--- src/iprl_pkg.sv ---
// Shared types and constants for the IPv4 route lookup block.
// Stream word layouts, table entry record and controller/datapath command bundle.
// No dependencies.
package iprl_pkg;

    localparam int IDX_W   = 4;
    localparam int ADDR_W  = 32;
    localparam int IFACE_W = 2;
    localparam int N_IFACE = 4;
    localparam int CFG_IDX_W = 8;

    localparam logic CMD_LOOKUP = 1'b0;
    localparam logic CMD_WRITE  = 1'b1;

    localparam logic [CFG_IDX_W-1:0] REG_IFACE_ADDR_0 = 8'd0;
    localparam logic [CFG_IDX_W-1:0] REG_IFACE_ADDR_1 = 8'd1;
    localparam logic [CFG_IDX_W-1:0] REG_IFACE_ADDR_2 = 8'd2;
    localparam logic [CFG_IDX_W-1:0] REG_IFACE_ADDR_3 = 8'd3;

    // input word, first field in the highest bits
    typedef struct packed {
        logic               pad;
        logic [ADDR_W-1:0]  src_addr;
        logic [ADDR_W-1:0]  dst_addr;
        logic [IFACE_W-1:0] entry_iface;
        logic [ADDR_W-1:0]  entry_gateway;
        logic [ADDR_W-1:0]  entry_mask;
        logic [ADDR_W-1:0]  entry_dest;
        logic               entry_valid;
        logic [IDX_W-1:0]   entry_index;
    } in_word_t;

    // result word, first field in the highest bits
    typedef struct packed {
        logic [4:0]         pad;
        logic               src_filled;
        logic [ADDR_W-1:0]  src_out;
        logic [ADDR_W-1:0]  next_hop;
        logic [IFACE_W-1:0] out_iface;
    } out_word_t;

    localparam int IN_W  = $bits(in_word_t);
    localparam int OUT_W = $bits(out_word_t);

    typedef struct packed {
        logic [ADDR_W-1:0]  dest;
        logic [ADDR_W-1:0]  mask;
        logic [ADDR_W-1:0]  gateway;
        logic [IFACE_W-1:0] iface;
    } route_entry_t;

    // controller to datapath
    typedef struct packed {
        logic             accept;   // input word taken this cycle
        logic             rd_en;    // read table entry at rd_addr
        logic [IDX_W-1:0] rd_addr;
        logic             emit;     // load result register
    } dp_cmd_t;

endpackage

--- src/iprl_ctrl.sv ---
// Lookup sequencer: accepts words, steps the table scan, hands results to the
// output register. Depends on iprl_pkg.
module iprl_ctrl import iprl_pkg::*; #(
    parameter int TABLE_DEPTH = 16
) (
    input  logic    aclk,
    input  logic    aresetn,
    input  logic    s_tvalid,
    output logic    s_tready,
    input  logic    s_tuser,
    output logic    m_tvalid,
    input  logic    m_tready,
    output dp_cmd_t cmd
);

    localparam int ENTRIES = (TABLE_DEPTH < (1 << IDX_W)) ? TABLE_DEPTH : (1 << IDX_W);
    localparam logic [IDX_W-1:0] LAST_IDX = IDX_W'(ENTRIES - 1);

    localparam logic [1:0] ST_IDLE  = 2'd0;
    localparam logic [1:0] ST_SCAN  = 2'd1;
    localparam logic [1:0] ST_DRAIN = 2'd2;
    localparam logic [1:0] ST_EMIT  = 2'd3;

    logic [1:0]       state_reg, state_next;
    logic [IDX_W-1:0] cnt_reg, cnt_next;
    logic             out_valid_reg, out_valid_next;
    logic             accept;
    logic             out_free;

    assign s_tready = (state_reg == ST_IDLE);
    assign accept   = s_tvalid && s_tready;
    assign out_free = !out_valid_reg || m_tready;
    assign m_tvalid = out_valid_reg;

    always_comb begin
        state_next     = state_reg;
        cnt_next       = cnt_reg;
        out_valid_next = out_valid_reg && !m_tready;
        cmd            = '0;
        cmd.accept     = accept;
        cmd.rd_addr    = cnt_reg;
        unique case (state_reg)
            ST_IDLE: begin
                if (accept) begin
                    cnt_next   = '0;
                    state_next = (s_tuser == CMD_WRITE) ? ST_EMIT : ST_SCAN;
                end
            end
            ST_SCAN: begin
                cmd.rd_en = 1'b1;
                if (cnt_reg == LAST_IDX) begin
                    state_next = ST_DRAIN;
                end else begin
                    cnt_next = cnt_reg + IDX_W'(1);
                end
            end
            ST_DRAIN: begin
                // last entry is compared on this edge
                state_next = ST_EMIT;
            end
            ST_EMIT: begin
                if (out_free) begin
                    cmd.emit       = 1'b1;
                    out_valid_next = 1'b1;
                    state_next     = ST_IDLE;
                end
            end
            default: state_next = ST_IDLE;
        endcase
    end

    always_ff @(posedge aclk) begin
        if (!aresetn) begin
            state_reg     <= ST_IDLE;
            cnt_reg       <= '0;
            out_valid_reg <= 1'b0;
        end else begin
            state_reg     <= state_next;
            cnt_reg       <= cnt_next;
            out_valid_reg <= out_valid_next;
        end
    end

endmodule

--- src/iprl_datapath.sv ---
// Route table memory, valid bits, best-match and default-route tracking,
// interface address registers and result register. Depends on iprl_pkg.
module iprl_datapath import iprl_pkg::*; #(
    parameter int TABLE_DEPTH = 16
) (
    input  logic                 aclk,
    input  logic                 aresetn,
    input  dp_cmd_t              cmd,
    input  logic                 in_user,
    input  in_word_t             in_word,
    input  logic                 cfg_valid,
    input  logic [CFG_IDX_W-1:0] cfg_addr,
    input  logic [ADDR_W-1:0]    cfg_data,
    output logic                 out_found,
    output out_word_t            out_word
);

    localparam int ENTRIES = (TABLE_DEPTH < (1 << IDX_W)) ? TABLE_DEPTH : (1 << IDX_W);
    localparam int AW      = (ENTRIES > 1) ? $clog2(ENTRIES) : 1;
    localparam int MEM_D   = 1 << AW;

    route_entry_t       table_mem [MEM_D];
    logic [MEM_D-1:0]   valid_reg;

    route_entry_t       rd_data_reg;
    logic               rd_vld_reg;
    logic               cmp_en_reg;

    logic               is_write_reg;
    logic [ADDR_W-1:0]  dst_reg;
    logic [ADDR_W-1:0]  src_reg;

    logic               best_found_reg;
    logic [ADDR_W-1:0]  best_mask_reg;
    logic [ADDR_W-1:0]  best_gw_reg;
    logic [IFACE_W-1:0] best_if_reg;
    logic               dflt_found_reg;
    logic [ADDR_W-1:0]  dflt_gw_reg;
    logic [IFACE_W-1:0] dflt_if_reg;

    logic [ADDR_W-1:0]  iface_addr_reg [N_IFACE];

    logic               found_reg;
    out_word_t          out_word_reg;

    logic               idx_ok;
    logic               wr_en;
    route_entry_t       wr_entry;
    logic               hit;
    logic               dflt_hit;

    logic               res_found;
    logic [ADDR_W-1:0]  sel_gw;
    logic [IFACE_W-1:0] sel_if;
    out_word_t          res_word;

    assign idx_ok = (ENTRIES >= (1 << IDX_W)) ||
                    (in_word.entry_index < IDX_W'(ENTRIES));
    assign wr_en  = cmd.accept && (in_user == CMD_WRITE) && idx_ok;

    assign wr_entry.dest    = in_word.entry_dest;
    assign wr_entry.mask    = in_word.entry_mask;
    assign wr_entry.gateway = in_word.entry_gateway;
    assign wr_entry.iface   = in_word.entry_iface;

    always_ff @(posedge aclk) begin
        if (wr_en) begin
            table_mem[in_word.entry_index[AW-1:0]] <= wr_entry;
        end
        if (cmd.rd_en) begin
            rd_data_reg <= table_mem[cmd.rd_addr[AW-1:0]];
            rd_vld_reg  <= valid_reg[cmd.rd_addr[AW-1:0]];
        end
    end

    always_ff @(posedge aclk) begin
        if (!aresetn) begin
            valid_reg  <= '0;
            cmp_en_reg <= 1'b0;
        end else begin
            cmp_en_reg <= cmd.rd_en;
            if (wr_en) begin
                valid_reg[in_word.entry_index[AW-1:0]] <= in_word.entry_valid;
            end
        end
    end

    // strictly larger mask wins, so a zero mask only ever serves as default
    assign hit = rd_vld_reg &&
                 ((dst_reg & rd_data_reg.mask) == (rd_data_reg.dest & rd_data_reg.mask)) &&
                 (rd_data_reg.mask > best_mask_reg);
    assign dflt_hit = rd_vld_reg && !dflt_found_reg &&
                      (rd_data_reg.dest == '0) && (rd_data_reg.mask == '0);

    always_ff @(posedge aclk) begin
        if (cmd.accept) begin
            is_write_reg   <= (in_user == CMD_WRITE);
            dst_reg        <= in_word.dst_addr;
            src_reg        <= in_word.src_addr;
            best_found_reg <= 1'b0;
            best_mask_reg  <= '0;
            dflt_found_reg <= 1'b0;
        end else if (cmp_en_reg) begin
            if (hit) begin
                best_found_reg <= 1'b1;
                best_mask_reg  <= rd_data_reg.mask;
                best_gw_reg    <= rd_data_reg.gateway;
                best_if_reg    <= rd_data_reg.iface;
            end
            if (dflt_hit) begin
                dflt_found_reg <= 1'b1;
                dflt_gw_reg    <= rd_data_reg.gateway;
                dflt_if_reg    <= rd_data_reg.iface;
            end
        end
    end

    always_ff @(posedge aclk) begin
        if (!aresetn) begin
            for (int i = 0; i < N_IFACE; i++) begin
                iface_addr_reg[i] <= '0;
            end
        end else if (cfg_valid) begin
            unique case (cfg_addr)
                REG_IFACE_ADDR_0: iface_addr_reg[0] <= cfg_data;
                REG_IFACE_ADDR_1: iface_addr_reg[1] <= cfg_data;
                REG_IFACE_ADDR_2: iface_addr_reg[2] <= cfg_data;
                REG_IFACE_ADDR_3: iface_addr_reg[3] <= cfg_data;
                default: ;
            endcase
        end
    end

    assign sel_gw    = best_found_reg ? best_gw_reg : dflt_gw_reg;
    assign sel_if    = best_found_reg ? best_if_reg : dflt_if_reg;

    always_comb begin
        res_word  = '0;
        res_found = 1'b0;
        if (!is_write_reg) begin
            res_word.src_out = src_reg;
            if (best_found_reg || dflt_found_reg) begin
                res_found          = 1'b1;
                res_word.out_iface = sel_if;
                res_word.next_hop  = (sel_gw != '0) ? sel_gw : dst_reg;
                if (src_reg == '0) begin
                    res_word.src_out    = iface_addr_reg[sel_if];
                    res_word.src_filled = 1'b1;
                end
            end
        end
    end

    always_ff @(posedge aclk) begin
        if (cmd.emit) begin
            found_reg    <= res_found;
            out_word_reg <= res_word;
        end
    end

    assign out_found = found_reg;
    assign out_word  = out_word_reg;

endmodule

--- src/ipv4_route_lookup_top.sv ---
// Lookup: the word is accepted, min(TABLE_DEPTH,16) entries are scanned (one table read per
// cycle), then a drain and a result state follow before the next word is taken.
// A table write goes from accept straight to the result state. The next word is taken while a result waits.
// Synchronous active-low reset clears valid bits, interface addresses and
// control; table contents stay undefined until written.
// Top level of the IPv4 route lookup; instantiates iprl_ctrl and iprl_datapath.
module ipv4_route_lookup_top import iprl_pkg::*; #(
    parameter int TABLE_DEPTH = 16
) (
    input  logic                 aclk,
    input  logic                 aresetn,
    // tdata: entry_index, entry_valid, entry_dest, entry_mask, entry_gateway,
    //        entry_iface, dst_addr, src_addr, zero pad
    input  logic                 s_tvalid,
    output logic                 s_tready,
    input  logic [IN_W-1:0]      s_tdata,
    input  logic                 s_tuser,    // command
    // tdata: out_iface, next_hop, src_out, src_filled, zero pad
    output logic                 m_tvalid,
    input  logic                 m_tready,
    output logic [OUT_W-1:0]     m_tdata,
    output logic                 m_tuser,    // route_found
    input  logic                 cfg_valid,
    output logic                 cfg_ready,
    input  logic [CFG_IDX_W-1:0] cfg_addr,
    input  logic [ADDR_W-1:0]    cfg_data
);

    dp_cmd_t   cmd;
    out_word_t out_word;

    assign cfg_ready = 1'b1;

    iprl_ctrl #(
        .TABLE_DEPTH(TABLE_DEPTH)
    ) u_ctrl (
        .aclk     (aclk),
        .aresetn  (aresetn),
        .s_tvalid (s_tvalid),
        .s_tready (s_tready),
        .s_tuser  (s_tuser),
        .m_tvalid (m_tvalid),
        .m_tready (m_tready),
        .cmd      (cmd)
    );

    iprl_datapath #(
        .TABLE_DEPTH(TABLE_DEPTH)
    ) u_datapath (
        .aclk      (aclk),
        .aresetn   (aresetn),
        .cmd       (cmd),
        .in_user   (s_tuser),
        .in_word   (in_word_t'(s_tdata)),
        .cfg_valid (cfg_valid && cfg_ready),
        .cfg_addr  (cfg_addr),
        .cfg_data  (cfg_data),
        .out_found (m_tuser),
        .out_word  (out_word)
    );

    assign m_tdata = OUT_W'(out_word);

    // no route, or a write: interface, next hop and fill flag are zero
    a_no_route_zero: assert property (@(posedge aclk) disable iff (!aresetn)
        (m_tvalid && !m_tuser) |-> (out_word.out_iface == '0 && out_word.next_hop == '0 &&
                                    !out_word.src_filled))
        else $error("result without route carries route fields");

    // source is only filled in when a route was chosen
    a_fill_needs_route: assert property (@(posedge aclk) disable iff (!aresetn)
        (m_tvalid && out_word.src_filled) |-> m_tuser)
        else $error("source filled without a route");

    // a lookup holds off the input side while the table is scanned
    a_lookup_busy: assert property (@(posedge aclk) disable iff (!aresetn)
        (s_tvalid && s_tready && s_tuser == CMD_LOOKUP) |=> !s_tready)
        else $error("input accepted during table scan");

    // a filled source is the chosen interface's address
    a_fill_matches_iface: assert property (@(posedge aclk) disable iff (!aresetn)
        (m_tvalid && out_word.src_filled && $stable(cfg_data) && !cfg_valid) |->
            (out_word.src_out == u_datapath.iface_addr_reg[out_word.out_iface]))
        else $error("filled source differs from interface address");

endmodule
--- config.mk ---
export PLATFORM = sky130hd
export DESIGN_NAME = ipv4_route_lookup_top
export DESIGN_NICKNAME = d
export VERILOG_FILES = /design/src/iprl_pkg.sv /design/src/iprl_ctrl.sv /design/src/iprl_datapath.sv /design/src/ipv4_route_lookup_top.sv
export SDC_FILE = /design/constraint.sdc
export NUM_CORES = 2
export LEC_CHECK = 0
export BUFFER_PORTS_ARGS = -buffer_cell sky130_fd_sc_hd__buf_2
export CELL_PAD_IN_SITES_DETAIL_PLACEMENT = 0
export CELL_PAD_IN_SITES_GLOBAL_PLACEMENT = 1
export CORE_MARGIN = 3
export CORE_UTILIZATION = 43
export CTS_CLUSTER_DIAMETER = 30
export CTS_CLUSTER_SIZE = 20
export DETAILED_ROUTE_END_ITERATION = 8
export GPL_ROUTABILITY_DRIVEN = 0
export GPL_TIMING_DRIVEN = 0
export MAX_ROUTING_LAYER = met4
export PLACE_DENSITY_LB_ADDON = 0.1
export SLEW_MARGIN = 25
export SYNTH_ARGS = -nofsm -noshare
export SYNTH_HDL_FRONTEND = slang
export SYNTH_SLANG_ARGS = --single-unit
export TNS_END_PERCENT = 1
--- constraint.sdc ---
create_clock -name aclk -period 14.9 [get_ports aclk]
set_clock_uncertainty 0.05 [all_clocks]
set_input_delay 0.745 -clock aclk [delete_from_list [all_inputs] [get_ports aclk]]
set_output_delay 0.745 -clock aclk [all_outputs]
set_load 0.01 [all_outputs]
==> impl_metrics.tcl <==
set metrics [dict create \
    yosysTopAreaCell "edfxtp_1" \
    max_freq_ghz 0.202 \
    power_density_nw_per_um2 178 \
    rsz0062_at_grt "no" \
    ys_types 47 \
    dr.pass1.iters 5 \
    routed_via_density 5.54 \
    p_int_mw 14.1 \
    portBuffers 280 \
    cts_resized 0 \
    yosysMostFrequentCell "edfxtp_1" \
    maxSlewViolCount 0 \
    drt-wirelength-per-cell_um 30.2 \
    cts.clk_slew.worst_paths_ns 0.05 \
    seq_area_um2 61100 \
    syn-mean-instance-area_um2 22.2 \
    ys_async_sr_fraction_pct 0 \
    nFillCells 13600 \
    cts_hold_buf 59 \
    root_buffer "clkbuf_16" \
    drt-initial-drc-count 3809 \
    syn_inst 3528 \
    grt_pass1_vias 41900 \
    endpoint_kind "flop" \
    drive_above_1_share_pct 37.0 \
    start_util_pct 43.3 \
    ys_ff_latch 2054 \
    worst_pin_slew_ns 1.06 \
    nets 4751 \
    relSlewSlack_pct 29.0 \
    synth-main-ff-cell "edfxtp_1" \
    hold_violations 0 \
    grt-ovfl-total 0 \
    ios 290 \
    grt_pass1_wl_um 311000 \
    worstSetupPathType "flop to flop" \
    synth_edf_count 1996 \
    cp-start-kind "flop" \
    synth.area.top_cells "edfxtp_1 76%, mux4_2 15%, dfxtp_1 1.5%" \
    numCtsBuffers 452 \
    dpl.hpwl_um 145000 \
    dieHeight_um 433 \
    p_comb_share_pct 8.3 \
    hold_path_class "primary input to flop" \
    syn_area_um2 78500 \
    largest_register_ff_count 1568 \
    synth_top_area_share_pct 76.4 \
    worstPathRequired_ns 15.49 \
    remaining_drc_errors 0 \
    yosysSeqAreaShare_pct 77.8 \
    utilization_pct 56.5 \
    htree_levels 5 \
    path_max_fanout 36 \
    antenna_found_initial 44 \
    sequentialPowerShare_pct 37.6 \
    period_share_pct 33.2 \
    areaGrowthSynthToFinish_pct 30.3 \
    ir_worst_vdd_uv 99.8 \
    min_period_ns 4.95 \
    die_area_um2 188000 \
    insertion_delay_ns 0.96 \
    pwr-share-clk_pct 54.1 \
    grt_max_degree 48 \
    power.net_switching_mw 4.13 \
    yosysWarnings 0 \
    switching_share_pct 22.7 \
    ctsLongestPathBuffers 4 \
    p_leak_nw 33.7 \
    cts_setup_buffers 0 \
    tns_ns 0 \
    cts.sinks 2054 \
    cts_tree "built" \
    multiInputGateArea_um2 16700 \
    drv_cap 0 \
    track_usage_pct 24.3 \
    crit_arrival_ns 5.54 \
    power_mw 18.2 \
    vias 40200 \
    rows 156 \
    die-width_um 433 \
    synthTopCellsByCount "1996 x edfxtp_1, 527 x mux4_2, 139 x nand2_1" \
    drtAntennaViolNets 0 \
    drt-total-wl_um 219000 \
    status "complete, no violations" \
    r2r_slack_ns 9.95 \
    setup_violations 0 \
    core_area_um2 181000 \
]
[cell usage in the layout, fill, tap and decap left out, types with 44 or more instances in the layout]
| master | Yosys | routed |
|---|---|---|
| clkinv_2 | 0 | 77 |
| and2_1 | 131 | 130 |
| dfxtp_1 | 58 | 58 |
| mux2i_1 | 73 | 71 |
| nand2_1 | 139 | 139 |
| dlygate4sd3_1 | 0 | 59 |
| buf_4 | 6 | 58 |
| edfxtp_1 | 1996 | 1996 |
| buf_12 | 0 | 44 |
| buf_16 | 0 | 68 |
| clkinv_1 | 0 | 58 |
| nor2_1 | 60 | 47 |
| buf_2 | 8 | 320 |
| bufinv_16 | 0 | 68 |
| clkbuf_16 | 0 | 460 |
| mux4_2 | 527 | 527 |
| clkinvlp_4 | 0 | 47 |
| clkbuf_1 | 115 | 140 |
| a21oi_1 | 79 | 79 |
[per-stage QoR]
step                instances  hold WS (ns)  worst slack, ns  area (um^2)
floorplan                3532         0.371             4.44        78500
finish                   7253        0.0541             9.95       102000
global route             7244       0.00189             9.70       102000
CTS                      7230       0.00121             9.82       102000
detailed placement       6357         0.381             9.82        86400
global placement         6182         0.372            -9.00        82900
[area by class of cell]
type / count / area share, %
diodes: 23 / 0.0563
plain buffers: 170 / 0.756
clock buffers: 509 / 11.5
clock inverters: 305 / 3.44
inverters: 40 / 0.157
multi-input cells: 1268 / 16.4
flip-flops and latches: 2054 / 59.7
well taps: 2370 / 2.90
repair buffers: 514 / 5.15
[per-layer routing]
| layer | global-route usage [%] | wire (um) | vias up |
|---|---|---|---|
| met5 | - | 0 | - |
| met4 | 7.39 | 6110 | 0 |
| met3 | 4.48 | 13500 | 399 |
| met2 | 39.5 | 111000 | 1472 |
| met1 | 31.5 | 89100 | 21400 |
| li1 | - | - | 16900 |
[kinds of logic after synthesis]
logic type | after synthesis | synth area share [%]
and+or+nand+nor | 444 | 2.93
DFF | 2054 | 77.8
other | 2 | 0.00957
muxes | 600 | 16.1
adders and majority gates | 37 | 0.590
AOI/OAI and AO/OA | 149 | 1.14
buffers and inverters | 210 | 1.09
xor gates and xnor gates | 32 | 0.357
[critical path, cell delays in order, from the launching register on]
cell      delay (ns)
dfxtp_1         0.33
inv_1           0.12
ha_1            0.32
nand2_1         0.41
inv_4           0.57
buf_12          0.30
nand2_1         0.12
or3_1           0.31
clkbuf_1        0.29
nor3_2          0.45
buf_4           0.28
buf_6           0.17
buf_4           0.19
buf_4           0.20
buf_6           0.16
buf_4           0.20
buf_6           0.16
[final timing paths]
check	start	cells past startpoint	end
worst max-delay path	u_ctrl.state_reg[1]	16	u_datapath.table_mem[0][53]
worst min-delay path	s_tdata[106]	1	u_datapath.dst_reg[3]
worst min register to register	u_datapath.rd_data_reg[9]	0	u_datapath.best_gw_reg[7]
worst max register to register	u_ctrl.state_reg[1]	16	u_datapath.table_mem[0][53]
[power by group through the flow]
stage / combinational, mW / clock, mW / sequential, mW
4_1_cts: 1.55 / 9.99 / 6.84
2_1_floorplan: 0.903 / 0 / 6.87
5_1_grt: 1.63 / 10.3 / 6.85
3_5_place_dp: 1.53 / 0 / 6.94
6_report: 1.51 / 9.85 / 6.84
3_3_place_gp: 1.45 / 0 / 7.00
(Power assumes the default switching activity.)
